--- config.mk ---
export PLATFORM = sky130hd
export DESIGN_NAME = sbst_lane
export DESIGN_NICKNAME = d
export VERILOG_FILES = /design/src/design/sbst_pkg.sv /design/src/design/sbst_lane.sv
export SDC_FILE = /design/constraint.sdc
export NUM_CORES = 1
export LEC_CHECK = 0
export BUFFER_PORTS_ARGS = -buffer_cell sky130_fd_sc_hd__buf_2
export CAP_MARGIN = 25
export CORE_MARGIN = 3
export CORE_UTILIZATION = 56
export CTS_CLUSTER_DIAMETER = 30
export DETAILED_ROUTE_END_ITERATION = 7
export HOLD_SLACK_MARGIN = 0.05
export PLACE_DENSITY = 0.79
export SLEW_MARGIN = 15
export SYNTH_ARGS = -nofsm -noshare
export SYNTH_HDL_FRONTEND = slang
export SYNTH_SLANG_ARGS = --single-unit
--- constraint.sdc ---
create_clock -name clock -period 4.85 [get_ports clock]
set_input_delay 0.7275 -clock clock [delete_from_list [all_inputs] [get_ports clock]]
set_output_delay 0.7275 -clock clock [all_outputs]
set_load 0.03 [all_outputs]
--- src/design/sbst_pkg.sv ---
// Shared types and constants for the segment versus box slab test.
// No dependencies; the lane, merge and top-level design files refer to this package.
package sbst_pkg;

   localparam int CSR_INDEX_WIDTH = 3;

   localparam logic [CSR_INDEX_WIDTH-1:0] REG_BOX_LOW_X  = 3'd0;
   localparam logic [CSR_INDEX_WIDTH-1:0] REG_BOX_LOW_Y  = 3'd1;
   localparam logic [CSR_INDEX_WIDTH-1:0] REG_BOX_LOW_Z  = 3'd2;
   localparam logic [CSR_INDEX_WIDTH-1:0] REG_BOX_HIGH_X = 3'd3;
   localparam logic [CSR_INDEX_WIDTH-1:0] REG_BOX_HIGH_Y = 3'd4;
   localparam logic [CSR_INDEX_WIDTH-1:0] REG_BOX_HIGH_Z = 3'd5;

   localparam int NUM_AXES = 3;

   // Per-axis status: active means the segment moves along the axis,
   // ok means the axis alone does not rule out a hit.
   typedef struct packed {
      logic active;
      logic ok;
   } lane_flags_type;

endpackage

--- src/design/sbst_lane.sv ---
// One axis lane: forms the slab entry and exit numerators and the common
// denominator for one axis, registered. Depends on sbst_pkg.
module sbst_lane #(
   parameter int COORD_WIDTH = 32
) (
   input  logic                          clock,
   input  logic                          enable,
   input  logic signed [COORD_WIDTH-1:0] box_low,
   input  logic signed [COORD_WIDTH-1:0] box_high,
   input  logic signed [COORD_WIDTH-1:0] start_coord,
   input  logic signed [COORD_WIDTH-1:0] end_coord,
   output logic signed [COORD_WIDTH:0]   n_in_ff,
   output logic signed [COORD_WIDTH:0]   n_out_ff,
   output logic        [COORD_WIDTH:0]   den_ff,
   output sbst_pkg::lane_flags_type      flags_ff
);

   localparam int NW = COORD_WIDTH + 1;

   logic signed [NW-1:0] lo_x, hi_x, s_x, e_x, dir;
   logic signed [NW-1:0] n_in_in, n_out_in, neg_dir;
   logic        [NW-1:0] den_in;
   logic                 box_bad;
   sbst_pkg::lane_flags_type flags_in;

   always_comb begin
      lo_x    = NW'(box_low);
      hi_x    = NW'(box_high);
      s_x     = NW'(start_coord);
      e_x     = NW'(end_coord);
      dir     = e_x - s_x;
      neg_dir = -dir;
      box_bad = lo_x > hi_x;
      if (dir == '0) begin
         flags_in.active = 1'b0;
         flags_in.ok     = !box_bad && (s_x >= lo_x) && (s_x <= hi_x);
      end else begin
         flags_in.active = 1'b1;
         flags_in.ok     = !box_bad;
      end
      // A direction of -2^COORD_WIDTH negates to the same bit pattern,
      // which read unsigned is the right magnitude.
      if (!dir[NW-1]) begin
         n_in_in  = lo_x - s_x;
         n_out_in = hi_x - s_x;
         den_in   = dir;
      end else begin
         n_in_in  = s_x - hi_x;
         n_out_in = s_x - lo_x;
         den_in   = neg_dir;
      end
   end

   always_ff @(posedge clock) begin
      if (enable) begin
         n_in_ff  <= n_in_in;
         n_out_ff <= n_out_in;
         den_ff   <= den_in;
         flags_ff <= flags_in;
      end
   end

endmodule

[Word-level counts from Yosys, hierarchy flattened]
Cells that the tools add are included.
Word-level totals
  latch bits: 0
  output and inout port bits: 101
  bits of input ports: 130
  memories: 0
  bits in read-only memories: 0
  memory bits (writable): 0
  bits in registers: 101
  word-level logic and storage cells: 23
Cells by class
  reduce and logical (&&, ||, !) cells: 4
  multiplexer cells: 4
  bitwise gates (word level): 0
  multipliers: 0
  divide/modulo/power cells: 0
  $lt $le $gt $ge: 3
  $add $sub $neg: 6
  equality and inequality tests: 0
  shifts and indexed selects: 0
Operators with widths (count)
  $sub A32 B32 Y33: 5
  $mux W33: 2
  $logic_not A33 Y1: 1
  $neg A33 Y33: 1
  $ge A32 B32 Y1: 1
  $gt A32 B32 Y1: 1
  $le A32 B32 Y1: 1
  $mux W32: 1
  $logic_and A1 B1 Y1: 2
  $mux W2: 1
  $logic_not A1 Y1: 1

[Longest topological paths before layout]
  word-level depth: 5
  depth in mapped cells: 20

[Worst setup path before layout]
No wires, ideal clock.
  kind: input to register
  start point: in end_coord[0]
  end point: reg flags_ff[0] (netlist bit) (data pin)
  path slack: 0.348 ns
  setup time: 0.256 ns
  path buffers: 0
  stages on the path: 19
  data arrival time: 4.245 ns
  data required time: 4.594 ns
  cell sequence: inv_1 ha_1 fa_1 nor2b_1 o31ai_1 a211oi_2 a21oi_1 o21ai_0 xor2_1 or3_4 nor3_2 and4b_1 ha_1 inv_1 a211o_1 a31oi_1 o21ai_0 o21ai_0 nor2_1
RTL lines
  start, declared: line sbst_lane.sv:11  | input logic signed [COORD_WIDTH-1:0] end_coord,
  end signal, assigned: line sbst_lane.sv:59  | flags_ff <= flags_in;
  end, declared: line sbst_lane.sv:15  | output sbst_pkg::lane_flags_type flags_ff

==> flow_metrics.tcl <==
set metrics [dict create \
    vias_post_dr 14080 \
    placementRows 56 \
    setup_viol_count_final 0 \
    via_count_of_the_first_global_routing_pass 13060 \
    power_per_cell_area_mw_per_mm2 285.8 \
    min-delay-path-class "in -> reg" \
    placeableCoreArea_mm2 0.02382 \
    global_route.overflow_total 0 \
    fin_cells 2276 \
    post-route-drc-count 0 \
    slew_viol_final 0 \
    numPortBuffers 230 \
    initial_utilization_pct 57.68 \
    drt_pre_antenna_iters 5 \
    first_iter_violations 1561 \
    min_period_over_period_pct 96.76 \
    power_uw 4564 \
    timing.setup.critical_path_class "in -> reg" \
    synthesis.instances 1703 \
    worst_ep_arrival_time_ns 4.82 \
    synth_top_flop_cell "edfxtp_1" \
    synth_common_cells "ha_1 (195), a21oi_1 (187), inv_1 (133), o21ai_0 (125), nor2_1 (121)" \
    slew_headroom_pct 50.17 \
    timing.final.crit_period_ns 4.693 \
    post_detailed_placement_half_perimeter_wirelength_um 39350 \
    avgRoutedWirePerCell_um 21.28 \
    pin_count_of_the_biggest_net_entering_global_routing 100 \
    antenna_violating_nets_post_route 0 \
    die_x_um 162.7 \
    postSynthRegisterBits 101 \
    antenna_found_initial 0 \
    synth_top_cells_by_area "edfxtp_1 (22%), ha_1 (18%), a21oi_1 (6.8%), xnor2_1 (6.7%), o21ai_0 (4.6%)" \
    synth_cell_area_mm2 0.01374 \
    track_usage_pct 35.49 \
    clock_tree.htree_level_count 3 \
    result_of_the_run "complete, no violations" \
    max_clock_freq_mhz 213.1 \
    synthToLayoutAreaGrowth_pct 16.22 \
    cts_sinks 101 \
    final_net_count 2282 \
    synth.yosys.warnings 0 \
    critPathMaxFanout 7 \
    post_route_cells_drive_above_1_share_pct 18.09 \
    holdBufCountCts 0 \
    post_synth_edffs 101 \
    synthDominantCellAreaShare_pct 22.07 \
    cp-start-kind "input port" \
    maxCapViolCount 0 \
    cts-root-buf "clkbuf_16" \
    setup.worst_path.end_class "flop" \
    cts.path.max_buffers 2 \
    yosysUniqueCellTypes 77 \
    crit_required_ns 4.98 \
    fp.dieH_um 162.7 \
    tightestPinTransition_ns 0.7396 \
    gp_routability_congestion 1.059 \
    average_cell_area_after_synthesis_um2 8.069 \
    clk_transition_reported_paths_ns 0.08 \
    max-vdd-ir-drop_v 0.0002276 \
    synth-seq-area-share_pct 22.07 \
    dp.cells 2258 \
    grt_first_pass_wirelength_um 73270 \
    total_die_area_mm2 0.02646 \
    post_synthesis_async_set_or_reset_flop_share_pct 0 \
    route.detailed.vias_per_inst 6.185 \
    routed_wirelength_um 48440 \
    diodes 0 \
    static-leakage-power_uw 0.007604 \
    synth_fp_nets 2033 \
    cts_tree "yes" \
    timing.final.hold_violations 0 \
    setup_repair_after_global_routing_missed_its_margin "false" \
    synth_largest_area_cell "edfxtp_1" \
    num_io_pins 231 \
    post-synth-top-count-cell "ha_1" \
    tritoncts.num_buffers 9 \
]
[critical path: stages]
cell and delay (ns):
buf_2 0.11, ha_1 0.20, fa_1 0.38, nor2b_1 0.19
o31ai_2 0.11, a211oi_4 0.52, a21oi_1 0.23, o21ai_0 0.35
xor2_1 0.14, or3_4 0.41, nor3_2 0.21, and4b_1 0.27
ha_1 0.22, inv_1 0.08, a211o_1 0.28, a31oi_1 0.13
o21ai_0 0.11, o21ai_0 0.10, nor2_1 0.05
[per-layer routing]
metal / wire (um) / share of wire [%] / GRT usage (%)
met1: 21510 / 44 / 51.70
met2: 20830 / 43 / 54.49
met4: 1794 / 3.7 / 12.34
met5: 0 / 0 / 0
met3: 4312 / 8.9 / 4.273
[registers in the layout (all words and copies together), names as in the netlist]
register / count
flags_ff: 2
den_ff: 33
n_in_ff: 33
n_out_ff: 33
[area by class of cell]
class	count	area, um^2
well taps	319	399.1
repair buffers	312	1794
flip-flops and latches	101	3033
inverters	134	503.0
clock buffers	9	225.2
fillers	2104	7853
multi-input cells	1394	9941
clock inverters	7	75.07
[where the power goes]
group	internal, uW	switching, uW	total (uW)
combinational	901	1620	2520
clock	368	410	778
sequential	1220	47.2	1260
[placed cells by master (no fill, tap or decap), types with 49 or more instances in the layout]
master | synthesis | layout
inv_1 | 133 | 133
o21ai_0 | 125 | 125
ha_1 | 195 | 195
buf_2 | 9 | 229
xnor2_1 | 105 | 105
nor2_1 | 121 | 121
nand2_1 | 110 | 110
buf_4 | 1 | 81
a21o_1 | 83 | 83
edfxtp_1 | 101 | 101
xor2_1 | 49 | 49
a21oi_1 | 187 | 187
[cells by family after synthesis]
| group | synth area share (%) |
|---|---|
| AO/OA/AOI/OAI | 27.00 |
| XOR/XNOR | 9.815 |
| flip-flops | 22.07 |
| multiplexers | 1.029 |
| adder cells (fa/ha/maj) | 18.48 |
| buffers and inverters | 5.791 |
| AND/OR/NAND/NOR | 15.82 |
[through the flow]
stage	instance area [um^2]	hold slack (ns)	TNS (ns)	worst slack [ns]	util, %
CTS	15930	0.8833	0	0.1591	66.86
finish	15970	0.8806	0	0.1572	67.04
global route	15970	0.8994	0	0.007515	67.04
detailed placement	15630	1.203	-0.1891	-0.1891	65.60
floorplan	13740	0.8400	0	0.3484	-
global placement	15630	1.203	-0.09061	-0.09061	65.60
[worst paths after layout]
kind	cells past startpoint	to	slack, ns	startpoint
setup / recovery	19	flags_ff[0]	0.16	start_coord[0]
hold / removal	1	n_in_ff[22]	0.88	enable
[what timing repair did]
action	in CTS	in global routing
endpoints found under the setup margin	0	1
setup buffers	0	2
gates resized for setup	0	5
No activity file was read; power rests on OpenSTA's default activity.
